## src/rtl/pwm_pkg.sv

```systemverilog
// Shared types and constants for the prolate window multiplier.
// Holds field widths, register indexes, reset values and the Q0.40 window polynomial.
// No dependencies; every other file in rtl/ uses this package.
package pwm_pkg;

  localparam int unsigned SAMPLE_W = 16;
  localparam int unsigned POS_W    = 12;
  localparam int unsigned BW_W     = 24;
  localparam int unsigned WS_W     = 25;
  localparam int unsigned Q40_W    = 41;
  localparam int unsigned CFG_IDX_W  = 8;
  localparam int unsigned CFG_DATA_W = 25;
  localparam int unsigned N_COEF   = 11;

  localparam int unsigned DEFAULT_MAX_LEN = 4096;

  localparam logic [CFG_IDX_W-1:0] REG_BIN_WIDTH    = 8'd0;
  localparam logic [CFG_IDX_W-1:0] REG_WINDOW_SCALE = 8'd1;

  localparam logic [BW_W-1:0] BIN_WIDTH_RST    = 24'd4096;
  localparam logic [WS_W-1:0] WINDOW_SCALE_RST = 25'd370727;

  // Window polynomial coefficients in u, highest power first, unsigned Q0.40.
  localparam logic [Q40_W-1:0] POLY_Q40 [N_COEF] = '{
    41'd59, 41'd2491, 41'd85844, 41'd2350031, 41'd49582309, 41'd775144232,
    41'd8511615643, 41'd60781692674, 41'd250180173501, 41'd477560827929,
    41'd251810723190
  };

  // Sideband that travels with every pipeline stage.
  typedef struct packed {
    logic                       valid;
    logic signed [SAMPLE_W-1:0] sample;
  } side_t;

endpackage

```

## src/rtl/pwm_back.sv

```systemverilog
// Back end of the window pipeline: weight rounding, scaling, sample product.
// Five register stages; the last is the output register with rounding and saturation.
// Depends on pwm_pkg.
module pwm_back (
  input  logic                                clk,
  input  logic                                rst_n,
  input  logic                                en,
  input  logic        [pwm_pkg::Q40_W-1:0]    acc,
  input  pwm_pkg::side_t                      side_in,
  input  logic        [pwm_pkg::WS_W-1:0]     window_scale,
  output logic                                valid,
  output logic signed [pwm_pkg::SAMPLE_W-1:0] windowed
);

  pwm_pkg::side_t side1_r, side2_r, side3_r, side4_r;
  logic [41:0] w_full;
  logic [25:0] w_r;
  logic [50:0] ws_r, g_full;
  logic [26:0] g_r;
  logic signed [43:0] prod_r;
  logic signed [44:0] prod_rnd;
  logic signed [20:0] res;
  logic signed [pwm_pkg::SAMPLE_W-1:0] out_nxt, out_r;
  logic        valid_r;

  always_comb begin
    w_full   = 42'(acc) + 42'd32768;
    g_full   = ws_r + 51'd8388608;
    prod_rnd = 45'(prod_r) + 45'sd8388608;
    res      = 21'(prod_rnd >>> 24);
    if (res > 21'sd32767) begin
      out_nxt = 16'sh7fff;
    end else if (res < -21'sd32768) begin
      out_nxt = -16'sh8000;
    end else begin
      out_nxt = res[15:0];
    end
  end

  always_ff @(posedge clk) begin
    if (!rst_n) begin
      side1_r.valid <= 1'b0;
      side2_r.valid <= 1'b0;
      side3_r.valid <= 1'b0;
      side4_r.valid <= 1'b0;
      valid_r       <= 1'b0;
    end else if (en) begin
      side1_r <= side_in;
      side2_r <= side1_r;
      side3_r <= side2_r;
      side4_r <= side3_r;
      valid_r <= side4_r.valid;
    end
  end

  always_ff @(posedge clk) begin
    if (en) begin
      w_r    <= w_full[41:16];
      ws_r   <= 51'(w_r) * 51'(window_scale);
      g_r    <= g_full[50:24];
      prod_r <= 44'(side3_r.sample) * $signed({17'b0, g_r});
      out_r  <= out_nxt;
    end
  end

  assign valid    = valid_r;
  assign windowed = out_r;

endmodule

```

## config.mk

```make
export PLATFORM = sky130hd
export DESIGN_NAME = pwm_back
export DESIGN_NICKNAME = d
export VERILOG_FILES = /design/src/rtl/pwm_pkg.sv /design/src/rtl/pwm_back.sv
export SDC_FILE = /design/constraint.sdc
export NUM_CORES = 2
export LEC_CHECK = 0
export BUFFER_PORTS_ARGS = -buffer_cell sky130_fd_sc_hd__buf_2
export CORE_MARGIN = 4
export CORE_UTILIZATION = 45
export CTS_CLUSTER_SIZE = 28
export DETAILED_ROUTE_END_ITERATION = 6
export GPL_TIMING_DRIVEN = 0
export HOLD_SLACK_MARGIN = 0.1
export SYNTH_ARGS = -nofsm -noshare
export SYNTH_HDL_FRONTEND = slang
export SYNTH_SLANG_ARGS = --single-unit
```

## constraint.sdc

```tcl
create_clock -name clk -period 20.4 [get_ports clk]
set_input_delay 1.02 -clock clk [delete_from_list [all_inputs] [get_ports clk]]
set_output_delay 1.02 -clock clk [all_outputs]
set_load 0.005 [all_outputs]
```

==> results by group <==
Synthesis
  • Ys flop type: edfxtp_1
  • Avg Synthesized Cell Area: 9.61 µm²
  • Number of synthesized flops with an enable pin: 166
  • Synth area leaders: fa_1 44%, edfxtp_1 12%, ha_1 10%
  • Register area share after synthesis: 0.126
  • Top-area cell type share of the netlist area: 0.443
  • Net Count, Synth: 5514
  • Warnings from Yosys: 0
  • Synth cell types: 57
  • Mapped cell area: 40400 µm²
  • Ys async rst share: 0
  • Most frequent cells after synthesis: 1016 x inv_1, 895 x fa_1, 625 x nand2_1
  • Top-count cell post-synth: inv_1
  • Yosys reg bits: 171
  • Yosys top cell by area: fa_1
  • Gate Count Post-Synth: 4206

Global route
  • First-pass GRT wire length: 183000 µm
  • Antenna violations before repair: 8
  • Largest net degree at the start of global routing: 80
  • Overflow after GRT: 0
  • Vias in the first global route: 30900
  • GRT Util Overall: 0.261

Setup path
  • Cell mode on critical path: fa_1
  • Startpoint Class: input port
  • Crit path kind: input port to flop
  • Slowest cell on crit path: clkbuf_1
  • Slowest stage delay, CP: 0.66 ns
  • CP max FO: 10
  • Critical path required time: 20.64 ns
  • Critical Path End Type: flop
  • CP top delay family: adder cells
  • Critical path buffer and inverter count: 7
  • Endpoint arrival time on the critical path: 9.29 ns

Placed design
  • Detailed placement HPWL: 98600 µm
  • PortBufs: 81
  • Placer Congestion: 0.936
  • Area after DPL: 42300 µm²
  • Pre-CTS WS: 10.88 ns

Floorplanning
  • Die ar.: 94700 µm²
  • Die boundary width: 308 µm
  • Initial Util: 0.455
  • IO Pins: 103
  • Row count: 109
  • Core area: 88800 µm²
  • Chip height: 308 µm

Timing
  • RSZ-0062 raised after global routing: no
  • Period Utilization, post-route: 0.444
  • Total Neg Setup Slack: 0 ns
  • Worst Tran Pin Value: 1.03 ns
  • Final WS setup: 11.35 ns
  • Fin. max-slew vios: 0
  • Fmax: 110 MHz
  • Slew headroom: 0.315
  • Clock Skews: 0.0336 ns
  • Final Hold Viols: 0
  • Worst Hold Slack: 0.413 ns
  • Setup violators final: 0
  • Final worst path period need: 9.05 ns

Clocking
  • Hold buffer count at CTS: 0
  • Clock sinks: 171
  • # resized after CTS: 0
  • CTS HTree Levels: 4
  • TritonCTS buffer count: 17
  • Deepest clock path buffer count: 2
  • Worst skew pair latency: 0.50 ns
  • Setup bufs post-CTS: 0
  • Worst-path clk slew: 0.07 ns
  • TritonCTS clock tree: done
  • CTS root buffer: clkbuf_16

Routing
  • Wirelength per Cell: 21.5 µm
  • DR vias/cell: 5.18
  • WL final: 118000 µm
  • Antenna viol nets, final: 0
  • Via count: 28400
  • DRC violations left: 0
  • Initial DRT Pass Iterations: 5
  • Initial drt markers: 1886

Layout
  • Fillers: 8407
  • Area growth, synth to finish: 6.29%
  • Post-Layout Inst Area: 43000 µm²
  • Share of layout cells above drive strength 1: 0.0312
  • Nets: 5616

Outcome
  • Run status: completed

Hold path
  • Worst Hold Class: flop to flop

Flow run
  • Total of max-cap violations: 0
[through the flow]
step | utilization | cells
global route | 0.484 | 5487
floorplan | - | 4206
finish | 0.484 | 5489
CTS | 0.484 | 5486
detailed placement | 0.477 | 5454
global placement | 0.476 | 5452
[flip-flops by register name (all words and copies together), names as in the netlist]
name,count
valid,1
prod_r,21
g_r,27
windowed,16
ws_r,28
w_r,26
side1_r,17
side4_r,1
side3_r,17
side2_r,17
[worst reg2reg max path, cell delays in order (launching register included)]
cell	delay (ns)
edfxtp_1	0.60
clkbuf_1	0.61
nand2_1	0.17
fa_1	0.57
inv_1	0.05
fa_1	0.48
inv_1	0.05
fa_1	0.52
inv_1	0.05
fa_1	0.51
inv_1	0.06
fa_1	0.54
inv_1	0.05
fa_1	0.52
fa_1	0.43
ha_1	0.30
a21oi_1	0.44
nand2_1	0.12
a211oi_1	0.29
a2111oi_2	0.19
o31ai_4	0.42
o21ai_2	0.20
o21ba_4	0.29
a211oi_2	0.40
o221ai_2	0.19
xnor2_1	0.15
[worst paths after layout]
check,startpoint,endpoint,slack [ns],cells after the start
worst max register to register,w_r[13],ws_r[50],11.95,25
worst max-delay path,window_scale[5],ws_r[50],11.35,26
worst min register to register,side1_r[6],side2_r[6],0.41,0
worst min-delay path,side1_r[6],side2_r[6],0.41,0
[cell usage in the layout (no fill, tap or decap), types with 17 or more instances in the layout]
cell type / instances
nand4_1: 17
xor2_1: 43
edfxtp_1: 166
nand3_1: 45
nor2_1: 52
a21oi_1: 52
clkbuf_16: 17
clkbuf_1: 179
buf_2: 82
nand2_1: 625
fa_1: 895
and3_1: 20
o21ai_1: 27
nand2b_1: 21
and2_1: 489
a21o_1: 37
inv_1: 1016
xnor2_1: 72
ha_1: 327
[layout make-up]
type / instances / area [µm²] / area share
diodes: 3 / 7.51 / 0.000175
plain buffers: 181 / 682 / 0.0159
clock buffers: 18 / 429 / 0.00999
clock inverters: 14 / 180 / 0.00419
inverters: 1016 / 3810 / 0.0888
multi-input cells: 2838 / 30800 / 0.718
flip-flops and latches: 171 / 5080 / 0.118
well taps: 1165 / 1460 / 0.0339
repair buffers: 83 / 467 / 0.0109
[routing by layer]
layer / vias to the layer above / GRT usage / wire length [µm] / part of all wire
li1: 12600 / - / - / -
met1: 14500 / 0.323 / 45900 / 0.39
met2: 1107 / 0.440 / 56900 / 0.48
met3: 288 / 0.0477 / 8150 / 0.069
met4: 2 / 0.132 / 7190 / 0.061
met5: - / 0 / 18 / 0.00015
[cell families (layout without fill, tap and decap cells)]
logic type | after synthesis | count (layout) | share of synthesized area
flops | 171 | 171 | 0.126
simple gates | 1301 | 1301 | 0.158
other cells | 0 | 3 | 0
fa+ha+maj | 1222 | 1222 | 0.545
compound gates | 194 | 194 | 0.0340
mux | 6 | 6 | 0.00149
xor+xnor | 115 | 115 | 0.0249
buf+inv | 1197 | 1312 | 0.111
Power is not shown: default switching activity piles up to over one toggle a cycle in this logic, so the estimate is an artifact.
