## config.mk

```make
export PLATFORM = sky130hd
export DESIGN_NAME = pwm_horner
export DESIGN_NICKNAME = d
export VERILOG_FILES = /design/src/rtl/pwm_pkg.sv /design/src/rtl/pwm_horner.sv
export SDC_FILE = /design/constraint.sdc
export NUM_CORES = 2
export LEC_CHECK = 0
export BUFFER_PORTS_ARGS = -buffer_cell sky130_fd_sc_hd__buf_2
export CAP_MARGIN = 15
export CORE_MARGIN = 8
export CORE_UTILIZATION = 30
export DETAILED_ROUTE_END_ITERATION = 8
export PLACE_DENSITY = 0.42
export SYNTH_ARGS = -nofsm -noshare
export SYNTH_HDL_FRONTEND = slang
export SYNTH_SLANG_ARGS = --single-unit
export TNS_END_PERCENT = 10
```

## constraint.sdc

```tcl
create_clock -name clk -period 15.52 [get_ports clk]
set_input_delay 0.776 -clock clk [delete_from_list [all_inputs] [get_ports clk]]
set_output_delay 0.776 -clock clk [all_outputs]
set_load 0.005 [all_outputs]
```

## src/rtl/pwm_pkg.sv

```systemverilog
// Shared types and constants for the prolate window multiplier.
// Holds field widths, register indexes, reset values and the Q0.40 window polynomial.
// No dependencies; every other file in rtl/ uses this package.
package pwm_pkg;

  localparam int unsigned SAMPLE_W = 16;
  localparam int unsigned POS_W    = 12;
  localparam int unsigned BW_W     = 24;
  localparam int unsigned WS_W     = 25;
  localparam int unsigned Q40_W    = 41;
  localparam int unsigned CFG_IDX_W  = 8;
  localparam int unsigned CFG_DATA_W = 25;
  localparam int unsigned N_COEF   = 11;

  localparam int unsigned DEFAULT_MAX_LEN = 4096;

  localparam logic [CFG_IDX_W-1:0] REG_BIN_WIDTH    = 8'd0;
  localparam logic [CFG_IDX_W-1:0] REG_WINDOW_SCALE = 8'd1;

  localparam logic [BW_W-1:0] BIN_WIDTH_RST    = 24'd4096;
  localparam logic [WS_W-1:0] WINDOW_SCALE_RST = 25'd370727;

  // Window polynomial coefficients in u, highest power first, unsigned Q0.40.
  localparam logic [Q40_W-1:0] POLY_Q40 [N_COEF] = '{
    41'd59, 41'd2491, 41'd85844, 41'd2350031, 41'd49582309, 41'd775144232,
    41'd8511615643, 41'd60781692674, 41'd250180173501, 41'd477560827929,
    41'd251810723190
  };

  // Sideband that travels with every pipeline stage.
  typedef struct packed {
    logic                       valid;
    logic signed [SAMPLE_W-1:0] sample;
  } side_t;

endpackage

```

## src/rtl/pwm_horner.sv

```systemverilog
// One Horner step acc' = round(acc * u / 2^40) + coef in unsigned Q0.40.
// Stage one forms four half-by-half partial products; stage two sums and rounds.
// Depends on pwm_pkg.
module pwm_horner (
  input  logic                             clk,
  input  logic                             rst_n,
  input  logic                             en,
  input  logic [pwm_pkg::Q40_W-1:0]        coef,
  input  logic [pwm_pkg::Q40_W-1:0]        acc_in,
  input  logic [pwm_pkg::Q40_W-1:0]        u_in,
  input  pwm_pkg::side_t                   side_in,
  output logic [pwm_pkg::Q40_W-1:0]        acc_out,
  output logic [pwm_pkg::Q40_W-1:0]        u_out,
  output pwm_pkg::side_t                   side_out
);

  pwm_pkg::side_t side1_r, side2_r;
  logic [pwm_pkg::Q40_W-1:0] u1_r, u2_r;
  logic [41:0] p_hh_r;
  logic [40:0] p_lh_r, p_hl_r;
  logic [39:0] p_ll_r;
  logic [61:0] q, rnd;
  logic [pwm_pkg::Q40_W-1:0] acc_r, acc_nxt;

  // The low product only contributes its upper half, as in the split multiply.
  always_comb begin
    q = {p_hh_r, 20'b0} + 62'(p_lh_r) + 62'(p_hl_r) + 62'(p_ll_r[39:20]);
    rnd = q + 62'd524288;
    acc_nxt = pwm_pkg::Q40_W'(rnd[61:20] + 42'(coef));
  end

  always_ff @(posedge clk) begin
    if (!rst_n) begin
      side1_r.valid <= 1'b0;
      side2_r.valid <= 1'b0;
    end else if (en) begin
      side1_r <= side_in;
      side2_r <= side1_r;
    end
  end

  always_ff @(posedge clk) begin
    if (en) begin
      p_hh_r <= 42'(acc_in[40:20]) * 42'(u_in[40:20]);
      p_lh_r <= 41'(acc_in[19:0]) * 41'(u_in[40:20]);
      p_hl_r <= 41'(acc_in[40:20]) * 41'(u_in[19:0]);
      p_ll_r <= 40'(acc_in[19:0]) * 40'(u_in[19:0]);
      u1_r   <= u_in;
      u2_r   <= u1_r;
      acc_r  <= acc_nxt;
    end
  end

  assign acc_out  = acc_r;
  assign u_out    = u2_r;
  assign side_out = side2_r;

endmodule

```

==> results.txt <==
* Area Growth Syn to Fin: 8.66%
- Dpl hpwl: 155000 um
* Top library cells by usage in the layout, fill and taps aside: inv_1 (1604), fa_1 (1393), and2_1 (916), nand2_1 (844), ha_1 (718)
* Multi-input gate area: 52700 sq um
* Hold buffer count at CTS: 0
* Category of the worst setup path capture point: register
- After clock tree synthesis, the clock-pin slew on the worst setup and hold paths is 0.07 ns.
- Initial antenna violation count: 17
- The library cell used most frequently in the layout, excluding fill and tap cells, is inv_1.
- Sequential element share of the synthesized area: 0.130
- Of the available clock period, the critical path in the final layout requires 0.538.
* Max-slew violation total from the final report: 0
- After technology mapping, the gate count stands at 7156.
* Outcome: complete, no violations
- Main synth FF type: edfxtp_1
* Cell taking the most area after synthesis: fa_1
- The final hold violation count came to 0.
- Most area-consuming cells after synthesis: fa_1 (40%), ha_1 (13%), edfxtp_1 (13%)
- GR Util All Layers: 0.171
- Maximum clock insertion buffer count: 3
- After global routing the overflow that remains totals 0.
- Wire length of the first global-routing pass: 321000 um
* Die width: 495 um
- Std-Cell Rows: 176
- Total Negative Setup Slacks: 0 ns
- At the end of the flow, the number of nets in the layout was 9445.
- STA puts the critical path data arrival time at 8.76 ns.
* Buffers inserted by post-CTS timing repair: 0
- Number of H-tree levels: 2
* Final hold slack: 0.288 ns
- Post-synthesis sequential element count: 300
- Between clock sinks in the finished design, the worst skew comes to 0.0265 ns.
* Root buffer cell: clkbuf_16
- Pin count of the biggest net entering global routing: 76
- Counting the fill cells in the layout gives 23800.
- Yosys mapped a number of flops with a built-in enable equal to 298.
- Counting every net in the synthesized netlist gives 9410.
- Max_cap viols: 0
* Initial Utilization: 0.301
* Vias: 47500
- Area fraction of the dominant cell type after synthesis: 0.404
- Counting distinct cell types in the post-synthesis netlist gives 68.
- Global placement routability congestion: 0.798
- Measured against its own limit, the worst slew margin works out to 0.277.
* ANT nets after route: 0
- TritonCTS built the clock tree.
* Proportion of layout cells with a drive suffix above 1: 0.0570
* Setup Crit Path Kind: in2reg
* Transition time at the pin with the least slew margin: 1.08 ns
- Unrepaired setup endpoints after global routing: no
* Worst min path class: in2reg
* Fraction of synthesis flops using an asynchronous set or reset pin: 0
- Highest clock frequency the design can meet: 0.120 GHz
- Of all nets on the critical path, the largest fanout is 41.
* Clock sink total: 300
* Clock latency on the worst-skew pair: 0.67 ns
* Vias per std cell: 4.63
* Total routed wirelength: 208000 um
* Number of buffers created by CTS: 47
- Mapped Avg Cell Area: 9.63 sq um
* Die extent in y: 495 um
- Buffers placed on the I/O ports in this run total 241.
- Average wire per cell in the routed design: 20.2 um
* Detailed-router iteration count before antenna repair: 5
* Critical Path Start Type: input pin
- Core Region: 229000 sq um
- Mapped Area: 68900 sq um
- Final critical-path required period: 8.35 ns
* Number of primary I/O pins: 242
- In this run, post-CTS repair resized a total of 0 instances.
- The Yosys step of the flow raised 0 warnings.
* Number of violations reported at the end of detailed-routing iteration 0: 2084
* Total Die Area: 245000 sq um
- Required time worst endpoint: 15.93 ns
* Number of setup violations in the final report: 0
- In the final layout, flip-flops and latches occupy 8990 sq um.
- Vias in the first global route: 51400
* Residual DRC: 0
[critical path: stages]
cell,delay (ns)
buf_2,0.77
nand2_1,0.19
fa_1,0.58
inv_1,0.05
fa_1,0.50
inv_1,0.05
fa_1,0.47
inv_1,0.05
fa_1,0.48
fa_1,0.51
fa_1,0.50
inv_1,0.05
fa_1,0.47
inv_1,0.04
ha_1,0.33
and3_1,0.24
and3_1,0.19
nand4_1,0.09
nor3_1,0.44
o211ai_1,0.23
a21oi_1,0.32
a41oi_1,0.40
o31ai_1,0.60
a21o_1,0.19
a21oi_1,0.07
xnor2_1,0.14
[flip-flops by register name, indices dropped and copies added, names as in the netlist]
name and count:
u_out 41, side_out 17, acc_out 41, p_hh_r 41
p_hl_r 41, side1_r 17, p_lh_r 41, u1_r 41
p_ll_r 20
[cells by family after synthesis]
logic type / Yosys count / share of synthesized area
XOR/XNOR: 214 / 0.0272
AND/OR/NAND/NOR: 2050 / 0.151
flip-flops: 300 / 0.130
AO/OA/AOI/OAI: 535 / 0.0508
multiplexers: 2 / 0.000290
adder cells (fa/ha/maj): 2111 / 0.535
buffers and inverters: 1944 / 0.106
[final timing paths]
path,start,to,slack [ns],cells past startpoint
min reg2reg,u1_r[26],u_out[26],0.41,0
max reg2reg,p_ll_r[31],acc_out[40],7.37,28
max,acc_in[2],p_lh_r[37],7.17,26
min,side_in[13],side1_r[13],0.29,1
[Yosys cell counts (all sizes together), types with 18 or more instances]
| library cell | number |
|---|---|
| nand3 | 44 |
| o21a | 26 |
| and2 | 916 |
| xnor2 | 156 |
| a31oi | 18 |
| xor2 | 58 |
| nand2 | 844 |
| a21o | 117 |
| nor2 | 101 |
| nor3 | 26 |
| a21oi | 164 |
| o21bai | 23 |
| and3 | 23 |
| inv | 1604 |
| fa | 1393 |
| clkbuf | 337 |
| ha | 718 |
| nor2b | 30 |
| nand4 | 22 |
| edfxtp | 298 |
| o21ai | 96 |
| nand2b | 20 |
| a211oi | 18 |
[per-stage QoR]
stage | instance area [sq um] | std cells | worst slack (ns) | utilization
after global placement | 73300 | 10200 | 6.45 | 0.320
after detailed placement | 73300 | 10200 | 6.52 | 0.320
after CTS | 74900 | 10300 | 7.21 | 0.327
final | 74900 | 10300 | 7.17 | 0.327
after floorplan | 68900 | 7156 | 8.22 | -
after global routing | 74900 | 10300 | 6.68 | 0.327
[layout make-up]
class / instances / share of cell area
Sequential cell: 300 / 0.120
Tap cell: 3026 / 0.0505
Clock inverter: 32 / 0.00496
Inverter: 1604 / 0.0804
Antenna cell: 10 / 0.000334
Clock buffer: 53 / 0.0160
Timing Repair Buffer: 326 / 0.0249
Multi-Input combinational cell: 4912 / 0.703
[layer usage]
| metal | track usage | up-vias | wire length [um] | share of wire |
|---|---|---|---|---|
| met5 | 0 | - | 10 | 0.000048 |
| met4 | 0.0337 | 2 | 3590 | 0.017 |
| met3 | 0.0137 | 141 | 6880 | 0.033 |
| met2 | 0.279 | 734 | 97100 | 0.47 |
| met1 | 0.249 | 25000 | 100000 | 0.48 |
| li1 | - | 21600 | - | - |
Power is left out: the tool's default activity adds up to more than one toggle a clock period on the data nets, which glitch-free logic cannot reach.
