<file path="config.mk">
export PLATFORM = sky130hd
export DESIGN_NAME = pwm_front
export DESIGN_NICKNAME = d
export VERILOG_FILES = /design/src/rtl/pwm_pkg.sv /design/src/rtl/pwm_front.sv
export SDC_FILE = /design/constraint.sdc
export NUM_CORES = 2
export LEC_CHECK = 0
export ABC_AREA = 1
export BUFFER_PORTS_ARGS = -buffer_cell sky130_fd_sc_hd__buf_4
export CAP_MARGIN = 20
export CORE_AREA = 2 2 284 286
export DETAILED_ROUTE_END_ITERATION = 7
export DIE_AREA = 0 0 286 288
export PLACE_DENSITY = 0.67
export SLEW_MARGIN = 20
export SYNTH_ARGS = -nofsm -noshare
export SYNTH_HDL_FRONTEND = slang
export SYNTH_SLANG_ARGS = --single-unit
</file>
<file path="constraint.sdc">
create_clock -name clk -period 6.44 [get_ports clk]
set_input_delay 0 -clock clk [delete_from_list [all_inputs] [get_ports clk]]
set_output_delay 0 -clock clk [all_outputs]
set_load 0.01 [all_outputs]
</file>
<file path="src/rtl/pwm_pkg.sv">
// Shared types and constants for the prolate window multiplier.
// Holds field widths, register indexes, reset values and the Q0.40 window polynomial.
// No dependencies; every other file in rtl/ uses this package.
package pwm_pkg;

  localparam int unsigned SAMPLE_W = 16;
  localparam int unsigned POS_W    = 12;
  localparam int unsigned BW_W     = 24;
  localparam int unsigned WS_W     = 25;
  localparam int unsigned Q40_W    = 41;
  localparam int unsigned CFG_IDX_W  = 8;
  localparam int unsigned CFG_DATA_W = 25;
  localparam int unsigned N_COEF   = 11;

  localparam int unsigned DEFAULT_MAX_LEN = 4096;

  localparam logic [CFG_IDX_W-1:0] REG_BIN_WIDTH    = 8'd0;
  localparam logic [CFG_IDX_W-1:0] REG_WINDOW_SCALE = 8'd1;

  localparam logic [BW_W-1:0] BIN_WIDTH_RST    = 24'd4096;
  localparam logic [WS_W-1:0] WINDOW_SCALE_RST = 25'd370727;

  // Window polynomial coefficients in u, highest power first, unsigned Q0.40.
  localparam logic [Q40_W-1:0] POLY_Q40 [N_COEF] = '{
    41'd59, 41'd2491, 41'd85844, 41'd2350031, 41'd49582309, 41'd775144232,
    41'd8511615643, 41'd60781692674, 41'd250180173501, 41'd477560827929,
    41'd251810723190
  };

  // Sideband that travels with every pipeline stage.
  typedef struct packed {
    logic                       valid;
    logic signed [SAMPLE_W-1:0] sample;
  } side_t;

endpackage

</file>
<file path="src/rtl/pwm_front.sv">
// Front end of the window pipeline: bin centre and u = 1 - xt^2 in Q0.40.
// Four register stages, all advancing on the shared enable.
// Depends on pwm_pkg.
module pwm_front #(
  parameter int unsigned MAX_LEN = pwm_pkg::DEFAULT_MAX_LEN
) (
  input  logic                                clk,
  input  logic                                rst_n,
  input  logic                                en,
  input  logic                                in_take,
  input  logic signed [pwm_pkg::SAMPLE_W-1:0] sample,
  input  logic        [pwm_pkg::POS_W-1:0]    position,
  input  logic        [pwm_pkg::BW_W-1:0]     bin_width,
  output logic        [pwm_pkg::Q40_W-1:0]    u,
  output pwm_pkg::side_t                      side
);

  localparam logic [16:0] MAX_LEN_V = 17'(MAX_LEN);

  pwm_pkg::side_t side1_r, side2_r, side3_r, side4_r, side1_nxt;
  logic [pwm_pkg::POS_W-1:0] pos_c;
  logic [36:0] t_r, t_nxt;
  logic [36:0] a_full;
  logic [23:0] a_r;
  logic        zero2_r, zero3_r;
  logic [47:0] sq_r;
  logic [48:0] diff;
  logic [pwm_pkg::Q40_W-1:0] u_r, u_nxt;

  // Positions past the frame length use the last bin.
  always_comb begin
    if ({5'b0, position} >= MAX_LEN_V) begin
      pos_c = pwm_pkg::POS_W'(MAX_LEN_V - 17'd1);
    end else begin
      pos_c = position;
    end
    t_nxt = 37'({pos_c, 1'b1}) * 37'(bin_width);
    side1_nxt.valid  = in_take;
    side1_nxt.sample = sample;
  end

  always_comb begin
    if (t_r >= 37'h1000000) begin
      a_full = t_r - 37'h1000000;
    end else begin
      a_full = 37'h1000000 - t_r;
    end
  end

  always_comb begin
    diff  = 49'h1000000000000 - 49'(sq_r) + 49'd128;
    u_nxt = zero3_r ? '0 : diff[48:8];
  end

  always_ff @(posedge clk) begin
    if (!rst_n) begin
      side1_r.valid <= 1'b0;
      side2_r.valid <= 1'b0;
      side3_r.valid <= 1'b0;
      side4_r.valid <= 1'b0;
    end else if (en) begin
      side1_r <= side1_nxt;
      side2_r <= side1_r;
      side3_r <= side2_r;
      side4_r <= side3_r;
    end
  end

  always_ff @(posedge clk) begin
    if (en) begin
      t_r     <= t_nxt;
      a_r     <= a_full[23:0];
      zero2_r <= |a_full[36:24];
      sq_r    <= 48'(a_r) * 48'(a_r);
      zero3_r <= zero2_r;
      u_r     <= u_nxt;
    end
  end

  assign u    = u_r;
  assign side = side4_r;

endmodule

</file>
==> metrics.md <==
| Metric | Value |
|---|---|
| Global route hottest layer | met2 |
| Fin. max-slew vios | 0 |
| Final worst slack | 0.226 ns |
| CTS clk-pin slew, worst paths | 0.06 ns |
| Primary FF master, synth | edfxtp_1 |
| CP arrival | 6.51 ns |
| CTS Buffer Depth | 3 |
| Dpl cell area | 38500 sq um |
| Achievable frequency | 161 MHz |
| Die Y | 288 um |
| Layout cells sized above 1 | 7.70% |
| Final setup viols | 0 |
| Crit path kind | reg -> reg |
| YS warnings | 0 |
| Clock root buffer | clkbuf_16 |
| Worst setup EP type | flop |
| Most frequent CP cell | fa_1 |
| Post-synth cell types | 41 |
| Final Hold Fails | 0 |
| Tmin final | 6.21 ns |
| Synth top area cells | fa_1 (37%), edfxtp_1 (18%), inv_1 (13%) |
| Worst R2R Start | a_r[20] |
| Htree depth | 1 |
| Clk_skew | 0.0199 ns |
| Peak per-stage delay on the critical path | 0.55 ns |
| Synth-to-layout area growth | 10.9% |
| Post-Syn Instances | 4282 |
| CTS Sinks | 219 |
| Most frequent cell after synthesis | inv_1 |
| Die outline width | 286 um |
| Relative slew margins | 39.0% |
| Routed WL per cell | 15.3 um |
| NumNets Final | 5413 |
| Routed WL | 84400 um |
| Number of diodes | 0 |
| Worst Path Required | 6.74 ns |
| Placed wire-length estimate | 71100 um |
| Met2 usage | 39.6% |
| Synthesized Nets | 5261 |
| Post-Syn Area per Cell | 8.42 sq um |
| Met3 Track Usage GR | 1.65% |
| Outcome | complete, no violations |
| ANT nets after route | 0 |
| Finished Layout Cells | 5512 |
| Number of global-route vias before repair | 28700 |
| GRT Util Overall | 21.3% |
| Hold Path Class | in -> reg |
| M1 GR Usage | 26.5% |
| Nature of the critical path startpoint | flop |
| Setup WS pre-CTS | -0.0479 ns |
| First-pass GRT wire length | 142000 um |
| Synth Cell Area | 36100 sq um |
| Worst Hold Margin | 0.0776 ns |
| CTS tree | yes |
| Crit-path cells | buf_4, buf_4, nand2_1, fa_1, inv_1, fa_1, inv_1, fa_1, fa_1, inv_1, fa_1, fa_1, fa_1, ha_2, nand2_1, buf_4, nor2_1, nand2_1, nor3_2, nand4_1, nand4_1, nand2_1 |
| Critical path depth in cells | 22 |
| WP buf/inv | 6 |
| Post-synthesis sequential area ratio | 18.1% |
| Crit. Startpoint | a_r[20] |
| RSZ-0062 raised after global routing | true |
| CP top delay family | adder cells |
| Async S/R FF share, synth | 0% |
| Total CTS buffers | 25 |
| 1st-pass router iterations | 5 |
| Core Footprint | 79600 sq um |
| R2R depth | 22 |
| Largest net degree at the start of global routing | 70 |
| # rows | 104 |
| R2R Setup Slk | 0.23 ns |
| CP Max Fanout | 14 |
| Routability Congestion | 0.921 |
| Skew-Pair Late Insertion Delay | 0.56 ns |
| Cell taking the most area after synthesis | fa_1 |
| Worst-margin pin slew | 0.915 ns |
| Cells after DPL | 5425 |
| Die area | 82400 sq um |
| Final Cycle Share | 96.5% |
| # port buffers | 113 |
| DRC | 0 |
| Vias | 26800 |
| Final Cell Area | 40000 sq um |
| I/O pin cnt | 114 |
| Initial antenna violation count | 0 |
| Grt ovf | 0 |
| Synth cell count leaders | inv_1 (1220), nand2_1 (1085), fa_1 (664) |
| Via density | 4.86 |
| CP endpoint | sq_r[37] |
| Post-synth EDFFs | 215 |
| Number of max-cap violations | 0 |
| Reg-to-Reg End | sq_r[37] |
| Register bit total from synthesis | 219 |
| Slowest cell on the critical path | fa_1 |
| Iteration-0 DRC Markers | 1473 |
| Synth top area share | 36.9% |
| Initial Utilization | 45.3% |
==> tightest hold or removal path, cell delays in order <==
cell and delay [ns]:
buf_4 0.21, ha_1 0.18, ha_1 0.13
==> placed cells by master (no fill, tap or decap), drive strengths merged <==
| cell type | instances |
|---|---|
| inv | 1225 |
| nand2 | 1090 |
| fa | 664 |
| nor2 | 265 |
| ha | 259 |
| edfxtp | 215 |
| buf | 204 |
| a21oi | 120 |
| nand3 | 104 |
| o21ai | 56 |
| xor2 | 52 |
| clkbuf | 33 |
| nor3 | 27 |
| xnor2 | 26 |
| nand4 | 25 |
| dlygate4sd3 | 22 |
| o21bai | 14 |
| nand3b | 8 |
| a21o | 7 |
| clkinv | 6 |
| o21a | 5 |
| dfxtp | 4 |
| and2 | 4 |
| or2 | 4 |
| a31oi | 3 |
| bufinv | 3 |
| o211ai | 1 |
| a21boi | 1 |
| nor4 | 1 |
| or3 | 1 |
| nor3b | 1 |
| o31ai | 1 |
| clkinvlp | 1 |
==> routing by layer <==
| layer | part of all wire [%] | up-vias |
|---|---|---|
| li1 | - | 12800 |
| met1 | 41 | 13100 |
| met2 | 52 | 683 |
| met3 | 4.3 | 152 |
| met4 | 2.9 | 0 |
| met5 | 0 | - |
==> timing repair <==
item | CTS | global route
endpoints found under the hold margin | 55 | 0
cloned | 0 | 1
setup buffers | 4 | 15
setup endpoints to repair | 9 | 30
hold buffers | 22 | 0
pin swaps | 0 | 9
gates resized for setup | 0 | 80
==> worst min-delay path by stage <==
stage	start	endpoint	slack (ns)	depth (start not counted)
finish	bin_width[2]	t_r[2]	0.08	3
global route	bin_width[2]	t_r[2]	0.07	3
CTS	bin_width[2]	t_r[2]	0.05	3
detailed placement	sample[9]	side1_r[9]	0.18	1
global placement	sample[13]	side1_r[13]	0.18	1
floorplan	sample[0]	side1_r[0]	0.1	0
==> cell type report <==
cell class                      instances  area, sq um
Fill cell                            7526        39600
Multi-Input combinational cell       2739        24800
Sequential cell                       219         6540
Inverter                             1222         4590
Timing Repair Buffer                  227         1910
Tap cell                             1060         1330
Clock buffer                           32          662
Clock inverter                         13          155
==> kinds of logic after synthesis <==
group / count (synthesis) / synth area share, %
and+or+nand+nor: 1530 / 17.2
buffers and inverters: 1324 / 13.8
adders and majority gates: 923 / 45.8
DFF: 219 / 18.1
AOI/OAI and AO/OA: 208 / 3.10
xor gates and xnor gates: 78 / 1.89
==> registers in the layout, indices dropped and copies added, names as in the netlist <==
| name | cells |
|---|---|
| side3_r | 17 |
| zero3_r | 1 |
| side2_r | 17 |
| sq_r | 47 |
| a_r | 24 |
| side1_r | 17 |
| zero2_r | 1 |
| side | 17 |
| u | 41 |
| t_r | 37 |
==> per-stage QoR <==
step	setup TNS [ns]	utilization, %
6_report	0	50.2
5_1_grt	-0.0935	50.2
3_5_place_dp	-0.154	48.3
3_3_place_gp	-0.00732	48.3
4_1_cts	0	49.7
2_1_floorplan	0	-
Power is not shown: default switching activity piles up to over one toggle a cycle in this logic, so the estimate is an artifact.
